==> src/hw/rtl/qgi_pkg.sv <==
// Shared types, constants and step tables of the quaternion gyro integrator.
package qgi_pkg;

    localparam int unsigned CFG_IDX_W = 2;
    localparam logic [CFG_IDX_W-1:0] CFG_SAMPLE_PERIOD = 2'd0;
    localparam logic [CFG_IDX_W-1:0] CFG_BIAS_X        = 2'd1;
    localparam logic [CFG_IDX_W-1:0] CFG_BIAS_Y        = 2'd2;
    localparam logic [CFG_IDX_W-1:0] CFG_BIAS_Z        = 2'd3;

    localparam logic [31:0] PERIOD_RESET = 32'd4294967;

    localparam logic [4:0] DQ_STEPS   = 5'd3;
    localparam logic [4:0] TERM_LAST  = 5'd14;
    localparam logic [4:0] SQ_FIRST   = 5'd15;
    localparam logic [4:0] MUL_STEPS  = 5'd19;
    localparam logic [4:0] SQRT_ITERS = 5'd31;
    localparam logic [4:0] DIV_ITERS  = 5'd31;

    typedef enum logic [2:0] {
        S_IDLE,
        S_MUL,
        S_SQINIT,
        S_SQRT,
        S_DSETUP,
        S_DIV,
        S_DWRITE,
        S_DONE
    } t_state;

    typedef struct packed {
        logic       load;
        logic       mul_en;
        logic [4:0] step;
        logic       sq_init;
        logic       sq_en;
        logic       dv_setup;
        logic       dv_en;
        logic       dv_write;
        logic [1:0] comp;
        logic       out_load;
    } t_dp_cmd;

    typedef struct packed {
        logic [1:0] qsel;
        logic [1:0] dsel;
        logic [1:0] dest;
        logic       neg;
    } t_term;

    function automatic t_term term_of(input logic [4:0] step);
        t_term t;
        case (step)
            5'd3:    t = '{qsel: 2'd1, dsel: 2'd0, dest: 2'd0, neg: 1'b1};
            5'd4:    t = '{qsel: 2'd2, dsel: 2'd1, dest: 2'd0, neg: 1'b1};
            5'd5:    t = '{qsel: 2'd3, dsel: 2'd2, dest: 2'd0, neg: 1'b1};
            5'd6:    t = '{qsel: 2'd0, dsel: 2'd0, dest: 2'd1, neg: 1'b0};
            5'd7:    t = '{qsel: 2'd2, dsel: 2'd2, dest: 2'd1, neg: 1'b0};
            5'd8:    t = '{qsel: 2'd3, dsel: 2'd1, dest: 2'd1, neg: 1'b1};
            5'd9:    t = '{qsel: 2'd0, dsel: 2'd1, dest: 2'd2, neg: 1'b0};
            5'd10:   t = '{qsel: 2'd1, dsel: 2'd2, dest: 2'd2, neg: 1'b1};
            5'd11:   t = '{qsel: 2'd3, dsel: 2'd0, dest: 2'd2, neg: 1'b0};
            5'd12:   t = '{qsel: 2'd0, dsel: 2'd2, dest: 2'd3, neg: 1'b0};
            5'd13:   t = '{qsel: 2'd1, dsel: 2'd1, dest: 2'd3, neg: 1'b0};
            5'd14:   t = '{qsel: 2'd2, dsel: 2'd0, dest: 2'd3, neg: 1'b1};
            default: t = '{qsel: 2'd0, dsel: 2'd0, dest: 2'd0, neg: 1'b0};
        endcase
        return t;
    endfunction

endpackage

==> src/hw/rtl/qgi_ctrl.sv <==
// Sequencer of the quaternion gyro integrator: step counters and handshakes.
module qgi_ctrl (
    input  logic            i_clk,
    input  logic            i_rst_n,
    input  logic            i_in_valid,
    output logic            o_in_stall,
    output logic            o_out_valid,
    input  logic            i_out_stall,
    output qgi_pkg::t_dp_cmd o_cmd
);
    import qgi_pkg::*;

    t_state     r_state, n_state;
    logic [4:0] r_cnt, n_cnt;
    logic [1:0] r_comp, n_comp;
    logic       r_out_valid, n_out_valid;

    always_ff @(posedge i_clk) begin
        if (!i_rst_n) begin
            r_state     <= S_IDLE;
            r_cnt       <= '0;
            r_comp      <= '0;
            r_out_valid <= 1'b0;
        end else begin
            r_state     <= n_state;
            r_cnt       <= n_cnt;
            r_comp      <= n_comp;
            r_out_valid <= n_out_valid;
        end
    end

    always_comb begin
        n_state     = r_state;
        n_cnt       = r_cnt;
        n_comp      = r_comp;
        n_out_valid = r_out_valid && i_out_stall;
        o_cmd       = '0;
        o_cmd.step  = r_cnt;
        o_cmd.comp  = r_comp;
        o_in_stall  = 1'b1;
        case (r_state)
            S_IDLE: begin
                o_in_stall = 1'b0;
                if (i_in_valid) begin
                    o_cmd.load = 1'b1;
                    n_cnt      = '0;
                    n_state    = S_MUL;
                end
            end
            S_MUL: begin
                o_cmd.mul_en = (r_cnt != MUL_STEPS);
                n_cnt        = r_cnt + 5'd1;
                if (r_cnt == MUL_STEPS) begin
                    n_state = S_SQINIT;
                end
            end
            S_SQINIT: begin
                o_cmd.sq_init = 1'b1;
                n_cnt         = '0;
                n_state       = S_SQRT;
            end
            S_SQRT: begin
                o_cmd.sq_en = 1'b1;
                n_cnt       = r_cnt + 5'd1;
                if (r_cnt == SQRT_ITERS) begin
                    n_comp  = '0;
                    n_state = S_DSETUP;
                end
            end
            S_DSETUP: begin
                o_cmd.dv_setup = 1'b1;
                n_cnt          = '0;
                n_state        = S_DIV;
            end
            S_DIV: begin
                o_cmd.dv_en = 1'b1;
                n_cnt       = r_cnt + 5'd1;
                if (r_cnt == DIV_ITERS) begin
                    n_state = S_DWRITE;
                end
            end
            S_DWRITE: begin
                o_cmd.dv_write = 1'b1;
                n_comp         = r_comp + 2'd1;
                n_state        = (r_comp == 2'd3) ? S_DONE : S_DSETUP;
            end
            S_DONE: begin
                if (!r_out_valid || !i_out_stall) begin
                    o_cmd.out_load = 1'b1;
                    n_out_valid    = 1'b1;
                    n_state        = S_IDLE;
                end
            end
            default: begin
                n_state = S_IDLE;
            end
        endcase
    end

    assign o_out_valid = r_out_valid;

endmodule

==> config.mk <==
export PLATFORM = sky130hd
export DESIGN_NAME = qgi_ctrl
export DESIGN_NICKNAME = d
export VERILOG_FILES = /design/src/hw/rtl/qgi_pkg.sv /design/src/hw/rtl/qgi_ctrl.sv
export SDC_FILE = /design/constraint.sdc
export NUM_CORES = 1
export LEC_CHECK = 0
export ABC_AREA = 1
export BUFFER_PORTS_ARGS = -buffer_cell sky130_fd_sc_hd__buf_2
export CAP_MARGIN = 20
export CORE_MARGIN = 2
export CORE_UTILIZATION = 48
export DETAILED_ROUTE_END_ITERATION = 10
export MAX_ROUTING_LAYER = met4
export PLACE_DENSITY = 0.76
export SLEW_MARGIN = 20
export SYNTH_ARGS = -nofsm -noshare
export SYNTH_HDL_FRONTEND = slang
export SYNTH_SLANG_ARGS = --single-unit
==> constraint.sdc <==
create_clock -name i_clk -period 1.5 [get_ports i_clk]
set_input_delay 0.375 -clock i_clk [delete_from_list [all_inputs] [get_ports i_clk]]
set_output_delay 0.375 -clock i_clk [all_outputs]
set_load 0.01 [all_outputs]
# After elaboration in Yosys (flattened, before gate mapping)
# Cells that the tools add are included.
# op_classes
addsub	2
muxes	24
eq_ne	16
n_reduce_logical	12
# ops
operator	n
3-bit one-hot mux with 8 select lines	1
3-bit two-way mux	5
5-bit one-hot mux with 3 select lines	1
1-bit two-way mux	13
3-bit == test (second input constant)	4
5-bit == test (second input constant)	2
2-bit != test (second input constant)	5
3-bit by 2-bit == test with 1-bit output (second input constant)	2
5-bit by 1-bit adder with 5-bit output (second input constant)	1
5-bit two-way mux	1
5-bit != test (second input constant)	1
5-bit AND reduction	1
2-bit two-way mux	2
2-bit one-hot mux with 2 select lines	1
2-bit AND reduction	2
3-bit by 1-bit == test with 1-bit output (second input constant)	1
3-bit logical NOT	1
3-bit nonzero test	1
3-bit OR reduction	1
2-bit by 1-bit adder with 2-bit output (second input constant)	1
2-bit == test (second input constant)	1
1-bit logical NOT	2
2-bit nonzero test	1
2-bit OR reduction	1
2 further kinds	2
# totals
input_bits	4
elab_cells	58
ff_bits	11
out_inout_bits	17

# Longest topological paths before layout
# Gate-level depths: netlist (run 1).
# logic_depth
ltp_word	4
ltp_mapped	9
mapped_depth_nobuf	9

# Worst setup path after synthesis (run 1)
# No wires, ideal clock.
# synth_path
path_kind	reg2reg
start	register r_cnt[0]
end	register r_comp[1]
required_ps	1376
setup_slack_ps	122
arrival_time_ps	1254
setup_ps	124
stages_incl_launch_ff	10
path_buffers	0
cell_sequence	dfxtp_1 -> ha_1 -> nand2_1 -> nor2_1 -> ha_1 -> inv_1 -> o21ai_2 -> inv_1 -> nand2_1 -> a21oi_1
# synth_between
elab_chain_len	3
# synth_rtl
element	line_no	rtl
from (decl)	qgi_ctrl.sv:14	logic [4:0] r_cnt, n_cnt;
from (signal assigned)	qgi_ctrl.sv:26	r_cnt <= n_cnt;
5-bit == test	qgi_ctrl.sv:65	if (r_cnt == SQRT_ITERS) begin
2-bit != test (no source line)	-	
2-bit AND reduction (no source line)	-	
to (signal assigned)	qgi_ctrl.sv:27	r_comp <= n_comp;
to (decl)	qgi_ctrl.sv:15	logic [1:0] r_comp, n_comp;
# No other way between the ends.
# A chain may end at the register's enable or synchronous reset.

==> metrics.md, run 1 <==
| Metric | Value |
|---|---|
| Status | `finished with violations` |
| Failing checks | `negative setup slack` |
| Dpl ws | `0.0443 ns` |
| First-pass GRT wire length | `2.99 mm` |
| Slew margin rel. | `80.2%` |
| Largest area contributor in the synthesized netlist | `dfxtp_1` |
| #FFs+latches synth | `11` |
| Syn. warnings | `0` |
| GRT overflow | `0` |
| Critical path arrival | `1.17 ns` |
| CP max stage delay | `about 0.37 ns` |
| Vias per std cell | `around 5.2` |
| CP max FO | `4` |
| 1st-iter DRT viols | `32` |
| Worst Path Required | `1.12 ns` |
| Crit-path slowest cell | `dfxtp_4` |
| Max VDD drop | `0.535 mV` |
| Netlist cell types | `23` |
| FF+latch area | `234 um^2` |
| Worst setup margin | `-0.0433 ns` |
| CTS tree | `yes` |
| Max Fclk | `~0.65 GHz` |
| Clk buf depth | `2` |
| Fin Clk Skew | `0.0101 ns` |
| Port bufs | `20` |
| Most common cell after layout, fill and taps aside | `nand2_1` |
| Post-synthesis cell count | `96` |
| Syn Area/Cell | `7.09 um^2` |
| Crit path launch type | `flip-flop` |
| Rows | `13` |
| # IOs | `21` |
| Antenna diodes | `0` |
| Initial antenna violation count | `0` |
| Worst-Margin Slew | `0.297 ns` |
| Footprint of the multi-input gates | `approximately 430 um^2` |
| Commonest cells after routing, fill and taps aside | `20 x nand2_1, 19 x buf_2, 15 x buf_4` |
| Asr flop ratio synth | `0%` |
| CTS clk-pin slew, worst paths | `0.08 ns` |
| Min Tclk post-route | `1.54 ns` |
| Path type of the worst min-delay path | `in -> reg` |
| P_leak | `0.511 nW` |
| # nets final | `144` |
| Core ar. | `1320 um^2` |
| Unrepaired setup endpoints after global routing | `yes` |
| Fill cells | `98` |
| Total number of vias | `roughly 800` |
| Area grow syn2layout | `48.0%` |
| Top cells by area, synth | `dfxtp_1 32%, nand2_1 11%, inv_1 7.7%` |
| Hold slack final | `0.361 ns` |
| Crit Path Class | `reg -> out` |
| Vias in the first global route | `699` |
| Fin util | `76.4%` |
| Period utilization | `103%` |
| EDFF count, synth | `0` |
| Clock power frac | `about a quarter` |
| Hold-fix buffers, CTS | `0` |
| DRT Pass-1 Iters | `4` |
| Top FF cell, synth | `dfxtp_1` |
| Die Ht | `41.7 um` |
| Initial Util | `between 50 and 60%` |
| Share of post-route cells with drive strength above 1 | `50.0%` |
| Post-synthesis cell area | `681 um^2` |
| Seq/Total Area, Yosys | `32.4%` |
| Avg WL per Cell | `13.0 um` |
| PwrDens | `816 nW/um^2` |
| Max-slew violations | `0` |
| Die ar. | `1740 um^2` |
| Post-synth net total | `103` |
| Setup crit end kind | `output pin` |
| Clock Sinks | `11` |
| # DRC | `0` |
| WL final | `1.96 mm` |
| Root Buffer | `clkbuf_4` |
| Psw | `0.282 mW` |
| Max-Cap Viols | `0` |
| Setup violators final | `2` |
| H-tree depth | `1` |
| Routed Antenna Nets | `0` |
| Final HPWL DP | `around 1.2 mm` |
| Logic gate share of total power | `33.5%` |
| Sw frac | `34.3%` |
| Reg power frac | `41.0%` |
| Internal | `0.540 mW` |
| Global placement routability congestion | `0.847` |
| Overall Global Routing Usage | `23.0%` |
| Worst skew pair latency | `0.28 ns` |
| Cells along the critical path | `buf_4 > nor3_1 > buf_2` |
| Top-area cell type share of the netlist area | `32.4%` |
| Largest net degree at the start of global routing | `9` |
| Cts bufs inserted | `3` |
| Chip Width | `about 42 um` |
| Final hold vios | `0` |
-- critical path, delay by kind of cell, from the launching register on --
kind / cells / cell delay [ns]
buffers and inverters: 2 / 0.33
flip-flops: 1 / 0.37
AND/OR/NAND/NOR: 1 / 0.19
-- worst paths after layout --
path	slack (ns)	to	cells past startpoint	start
worst min register to register	0.48	r_comp[1]	2	r_comp[1]
worst min-delay path	0.36	o_out_valid	3	i_out_stall
worst max-delay path	-0.04	o_cmd[7]	3	r_state[2]
worst max register to register	0.07	r_state[2]	8	r_cnt[0]
-- per-layer routing --
metal | GRT usage [%] | share of wire (%) | vias to the layer above
li1 | - | - | 394
met1 | 28.3 | 40 | 356
met2 | 35.9 | 51 | 35
met3 | 5.22 | 7.1 | 5
met4 | 10.3 | 1.9 | 0
met5 | - | 0 | -
-- synthesized netlist by cell type, types with 3 or more instances --
cell / number
nand2_1: 20
inv_1: 14
dfxtp_1: 11
a21oi_1: 9
nor2_1: 7
nand3_1: 6
ha_1: 3
inv_2: 3
nand2_4: 3
o21ai_0: 3
-- cell type report --
class / instances / area share, %
timing repair buffer: 36 / 22.9
sequential: 11 / 23.2
tap: 15 / 1.86
inverter: 18 / 7.20
multi-input combinational: 67 / 42.2
clock buffer: 4 / 2.61
-- per-stage QoR --
step / setup TNS (ns) / cell area, um^2 / total power, mW / instances
floorplan: 0 / 681 / 0.463 / 96
global placement: 0 / 815 / 0.524 / 133
detailed placement: 0 / 815 / 0.527 / 133
CTS: -0.00560 / 951 / 0.783 / 146
global route: -0.264 / 1010 / 0.866 / 151
finish: -0.0443 / 1010 / 0.822 / 151
-- registers in the layout, summed over array words and instances, names as in the netlist --
register	count
r_state	3
r_comp	2
r_cnt	5
o_out_valid	1
-- cell families (layout without fill, tap and decap cells) --
logic type               count (synthesis)  in the layout  synth area share [%]
AO/OA/AOI/OAI                           16             16                  13.8
buffers and inverters                   18             58                  10.3
flip-flops                              11             11                  32.4
XOR/XNOR                                 1              1                  1.29
adder cells (fa/ha/maj)                  3              3                  5.52
AND/OR/NAND/NOR                         47             47                  36.8
-- power by group through the flow --
stage | combinational, mW | sequential [mW] | clock [mW]
after floorplan | 0.126 | 0.337 | 0
after detailed placement | 0.191 | 0.336 | 0
after global routing | 0.300 | 0.339 | 0.227
final | 0.275 | 0.337 | 0.210
after global placement | 0.189 | 0.335 | 0
after CTS | 0.237 | 0.334 | 0.213
-- what timing repair did --
item | in CTS | in global routing
setup buffers | 9 | 5
pin swaps | 2 | 1
resized for setup | 16 | 5
cloned | 0 | 0
setup endpoints to repair | 9 | 7
(Power assumes the default switching activity.)
==> inputs of run 2 (changes only) <==
- CORE_UTILIZATION: 48 -> 44
- PLACE_DENSITY: 0.76 -> 0.73
- clock period: 1.5 -> 1.36 ns (I/O delays scaled with it)
==> run 2 against run 1 <==
The flow still finishes with violations (negative setup slack). Worst hold slack got worse by 0.025 ns. Die area is 8.2% higher. Total power rose by 13%. Global-route usage fell by 1.9 points. Critical endpoint is now o_cmd[13].
==> metrics.md, run 2 (synthesized netlist as in run 1, its figures left out) <==
| Metric | Value |
|---|---|
| Path type of the worst min-delay path | `in -> reg` |
| Routed Antenna Nets | `0` |
| Area grow syn2layout | `68.6%` |
| 1st-iter DRT viols | `8` |
| Crit-path slowest cell | `dfxtp_2` |
| Max VDD drop | `around 0.63 mV` |
| Vias in the first global route | `673` |
| Fin util | `between 70% and 80%` |
| Unrepaired setup endpoints after global routing | `yes` |
| Global placement routability congestion | `0.799` |
| Worst Path Required | `1.02 ns` |
| Total number of vias | `803` |
| # IOs | `21` |
| Chip Width | `43.3 um` |
| Avg WL per Cell | `roughly 13 um` |
| CTS tree | `yes` |
| First-pass GRT wire length | `2.89 mm` |
| Max-slew violations | `0` |
| Failing checks | `negative setup slack` |
| DP Area | `847 um^2` |
| Cts bufs inserted | `3` |
| Setup crit end kind | `output pin` |
| Clk buf depth | `2` |
| Share of post-route cells with drive strength above 1 | `around three fifths` |
| Initial antenna violation count | `0` |
| Final HPWL DP | `about 1.2 mm` |
| Cells along the critical path | `ha_4 > buf_6 > nand3_4 > nand2_2 > inv_1 > buf_2` |
| Commonest cells after routing, fill and taps aside | `17 x nand2_1, 17 x buf_2, 17 x buf_4` |
| Fill cells | `107` |
| CTS clk-pin slew, worst paths | `0.07 ns` |
| Crit path launch type | `flip-flop` |
| Vias per std cell | `just over 5` |
| PwrDens | `slightly above 800 nW/um^2` |
| # nets final | `149` |
| Max-Cap Viols | `0` |
| Largest net degree at the start of global routing | `9` |
| Clock Sinks | `11` |
| Core ar. | `1470 um^2` |
| Root Buffer | `clkbuf_4` |
| Crit Path Class | `reg -> out` |
| Port bufs | `20` |
| Die ar. | `1880 um^2` |
| Worst-Margin Slew | `0.344 ns` |
| CP max stage delay | `0.35 ns` |
| GRT overflow | `0` |
| RR Startpoint | `r_cnt[0]` |
| DRT Pass-1 Iters | `4` |
| Reg with most FFs | `r_cnt` |
| WL final | `slightly above 2 mm` |
| Min Tclk post-route | `1.51 ns` |
| Setup violators final | `10` |
| Largest regs | `r_cnt: 5 flops, r_state: 3 flops, r_comp: 2 flops` |
| Worst skew pair latency | `0.27 ns` |
| CP max FO | `2` |
| Fin Clk Skew | `0.00295 ns` |
| Setup TNS | `-0.790 ns` |
| Die Ht | `43.3 um` |
| Hold-fix buffers, CTS | `0` |
| H-tree depth | `1` |
| Slew margin rel. | `76.9%` |
| Max Fclk | `around 0.66 GHz` |
| P_leak | `0.566 nW` |
| Status | `finished with violations` |
| # DRC | `0` |
| Final Cell Area | `about 1100 um^2` |
| Final hold vios | `0` |
| Worst setup margin | `-0.146 ns` |
| Rows | `14` |
| Period utilization | `111%` |
| Max FFs per register | `5` |
| Hold Crit Start | `i_out_stall` |
| Launch point of the worst path | `r_cnt[0]` |
| Dpl ws | `approximately 0.016 ns` |
| Overall Global Routing Usage | `21.1%` |
| Initial Util | `46.3%` |
| Antenna diodes | `0` |
| Critical path arrival | `1.17 ns` |
## run 2: changes by cell type in the layout (fill, tap and decap cells not counted), sizes merged
cell	delta
buf	+5
## run 2: stage by stage
stage	hold WS (ns)	power, mW	instances
6_report	0.337	0.931	157
2_1_floorplan	0.466	0.512	96
3_5_place_dp	0.477	0.595	138
3_3_place_gp	0.469	0.588	138
4_1_cts	0.336	0.850	144
5_1_grt	0.339	0.983	157
## run 2: worst paths after layout
check                end  slack [ns]  cells after the start
max            o_cmd[13]       -0.15                      6
min          o_out_valid        0.34                      3
max reg2reg    r_comp[1]       -0.11                     10
min reg2reg  o_out_valid        0.49                      2
## run 2: worst max-delay path: cells and delay by family (launching register included)
kind	cells	cell delay (ns)
flops	1	0.35
simple gates	2	0.15
fa+ha+maj	1	0.14
buf+inv	3	0.26
## run 2: area by class of cell
| type | instances | area, um^2 | area share (%) |
|---|---|---|---|
| repair buffers | 41 | 300 | 26.2 |
| clock buffers | 4 | 26.3 | 2.29 |
| multi-input cells | 67 | 485 | 42.3 |
| flip-flops and latches | 11 | 235 | 20.5 |
| well taps | 16 | 20.0 | 1.74 |
| inverters | 18 | 80.1 | 6.98 |
## run 2: timing repair
| action | 4_1_cts | 5_1_grt |
|---|---|---|
| gates resized for setup | 19 | 24 |
| endpoints found under the setup margin | 10 | 14 |
| pin swaps | 3 | 14 |
| setup buffers | 2 | 13 |
## run 2: where the power goes
group,leakage [nW],internal (mW),switching [mW]
clock,0.0150,0.114,0.107
sequential,0.0927,0.340,0.0349
combinational,0.459,0.166,0.170
total,0.566,0.619,0.311
## run 2: layer usage
metal  up-vias  track usage (%)  share of wire (%)
met5         -                -                  0
met2        25             37.6                 56
met3        10             2.50                3.5
met4         0             10.3                4.5
li1        403                -                  -
met1       365             22.9                 36
==> inputs of run 3 (changes only) <==
- PLACE_DENSITY: 0.73 -> 0.77
==> run 3 against run 2 <==
Critical path depth down 1. Largest cell class unchanged. Clock skew decreased by 0.0018 ns. Final cell count fell by 5.7%. The flow still finishes with violations (negative setup slack). Critical path type unchanged. Final area decreased by 13%. Sequential share of layout area is 3.1 points higher. Maximum frequency grew 0.10%. Count of clock-buffer cells in the layout is the same. Wire length fell by 7.9%. Combinational power down 18%. Via count fell by 7.1%. Register-to-register slack improved by 0.12 ns.
==> metrics.md, run 3 (synthesized netlist as in run 1, its figures left out) <==
| Metric | Value |
|---|---|
| Reg with most FFs | `r_cnt` |
| Commonest cells after routing, fill and taps aside | `18 x nand2_1, 18 x buf_2, 11 x inv_1, 11 x buf_4, 8 x a21oi_1` |
| Cells along the critical path | `nand2_4 > nor2_4 > inv_2 > nor2_1 > buf_2` |
| Crit-path slowest cell | `dfxtp_4` |
| PwrDens | `871 nW/um^2` |
| Critical path arrival | `around 1.2 ns` |
| Core ar. | `between 1000 and 1500 um^2` |
| Sw frac | `33.6%` |
| CTS clk-pin slew, worst paths | `0.07 ns` |
| Global placement routability congestion | `approximately 0.83` |
| Vias per std cell | `around 5.0` |
| DRT Pass-1 Iters | `4` |
| Antenna diodes | `0` |
| CP max stage delay | `roughly 0.41 ns` |
| # DRC | `0` |
| Fin util | `67.8%` |
| Final HPWL DP | `1.26 mm` |
| Clk buf depth | `2` |
| Chip Width | `~43 um` |
| H-tree depth | `1` |
| Dpl ws | `between 0.01 and 0.015 ns` |
| Fill cells | `130` |
| Total number of vias | `approximately 750` |
| Dpl cells | `approximately 140` |
| Period utilization | `111%` |
| Port bufs | `20` |
| WL final | `1.86 mm` |
| CTS tree | `yes` |
| Min Tclk post-route | `1.50 ns` |
| Failing checks | `negative setup slack` |
| Worst Path Required | `1.02 ns` |
| Largest regs | `r_cnt: 5 flops, r_state: 3 flops, r_comp: 2 flops` |
| Avg WL per Cell | `12.6 um` |
| Max-slew violations | `0` |
| Vias in the first global route | `between 700 and 800` |
| CP max FO | `6` |
| Psw | `0.292 mW` |
| # nets final | `140` |
| Area grow syn2layout | `46.5%` |
| Die ar. | `about 1900 um^2` |
| Total power | `0.868 mW` |
| Die Ht | `43.3 um` |
| Final hold vios | `0` |
| Logic gate share of total power | `31.6%` |
| Initial antenna violation count | `0` |
| Max VDD drop | `0.608 mV` |
| Overall Global Routing Usage | `22.3%` |
| GRT overflow | `0` |
| Cts bufs inserted | `3` |
| Path type of the worst min-delay path | `in -> reg` |
| Status | `finished with violations` |
| Largest net degree at the start of global routing | `9` |
| 1st-iter DRT viols | `19` |
| Max Fclk | `0.665 GHz` |
| Internal | `0.576 mW` |
| Unrepaired setup endpoints after global routing | `yes` |
| Worst setup margin | `-0.144 ns` |
| Routed Antenna Nets | `0` |
| Max FFs per register | `5` |
| Share of post-route cells with drive strength above 1 | `53.0%` |
| Worst-Margin Slew | `between 0.3 and 0.4 ns` |
| Non-Filler Instances | `148` |
| Worst skew pair latency | `0.27 ns` |
| First-pass GRT wire length | `3.01 mm` |
| Reg power frac | `42.6%` |
| Hold slack final | `0.319 ns` |
| Fin Clk Skew | `0.00111 ns` |
| Setup crit end kind | `output pin` |
| Clock Sinks | `11` |
| Initial Util | `46.3%` |
| Crit path launch type | `flip-flop` |
| Slew margin rel. | `78.6%` |
| Crit Path Class | `reg -> out` |
| P_leak | `0.497 nW` |
| Root Buffer | `clkbuf_4` |
| Max-Cap Viols | `0` |
| Setup violators final | `4` |
| Rows | `14` |
| # IOs | `21` |
| Clock power frac | `between 20% and 30%` |
run 3: path summary, 6_finish.rpt:
| check | from | end | slack [ns] | cells after the start |
|---|---|---|---|---|
| setup / recovery | r_state[0] | o_cmd[0] | -0.14 | 5 |
| hold / removal | i_rst_n | r_state[0] | 0.32 | 3 |
| setup reg to reg | r_cnt[1] | r_comp[1] | 0.01 | 9 |
| hold reg to reg | r_comp[1] | r_comp[1] | 0.49 | 2 |
run 3: layer usage:
metal	global-route usage (%)	wire, um
met4	11.5	14
met3	2.50	69
met5	-	0
met1	23.8	772
met2	40.0	1010
run 3: final cells by class:
| type | instances | area (um^2) | share of cell area (%) |
|---|---|---|---|
| sequential | 11 | 235 | 23.6 |
| tap | 16 | 20.0 | 2.01 |
| multi-input combinational | 67 | 437 | 43.8 |
| timing repair buffer | 32 | 206 | 20.7 |
| clock buffer | 4 | 26.3 | 2.63 |
| inverter | 18 | 72.6 | 7.28 |
run 3: worst max-delay path: cells and delay by family, from the launching register on:
family / cells / cell delay (ns)
buf+inv: 2 / 0.19
flops: 1 / 0.41
simple gates: 3 / 0.30
run 3: power groups by stage:
stage	registers [mW]	clock network, mW	logic (mW)
after global routing	0.372	0.246	0.304
after floorplan	0.373	0	0.139
after global placement	0.369	0	0.220
final	0.370	0.224	0.274
after CTS	0.370	0.230	0.263
after detailed placement	0.370	0	0.228
run 3: through the flow:
stage | area (um^2) | setup TNS [ns]
final | 997 | -0.324
after global placement | 847 | 0
after floorplan | 682 | 0
after CTS | 967 | -0.285
after global routing | 997 | -0.810
after detailed placement | 847 | 0
run 3: timing repair:
| item | in CTS | in global routing |
|---|---|---|
| gates resized for setup | 24 | 4 |
| buffers inserted | 3 | 4 |
| hold buffers | 0 | 0 |
| endpoints found under the hold margin | 0 | 0 |
| pin swaps | 7 | 10 |
| setup endpoints to repair | 13 | 13 |
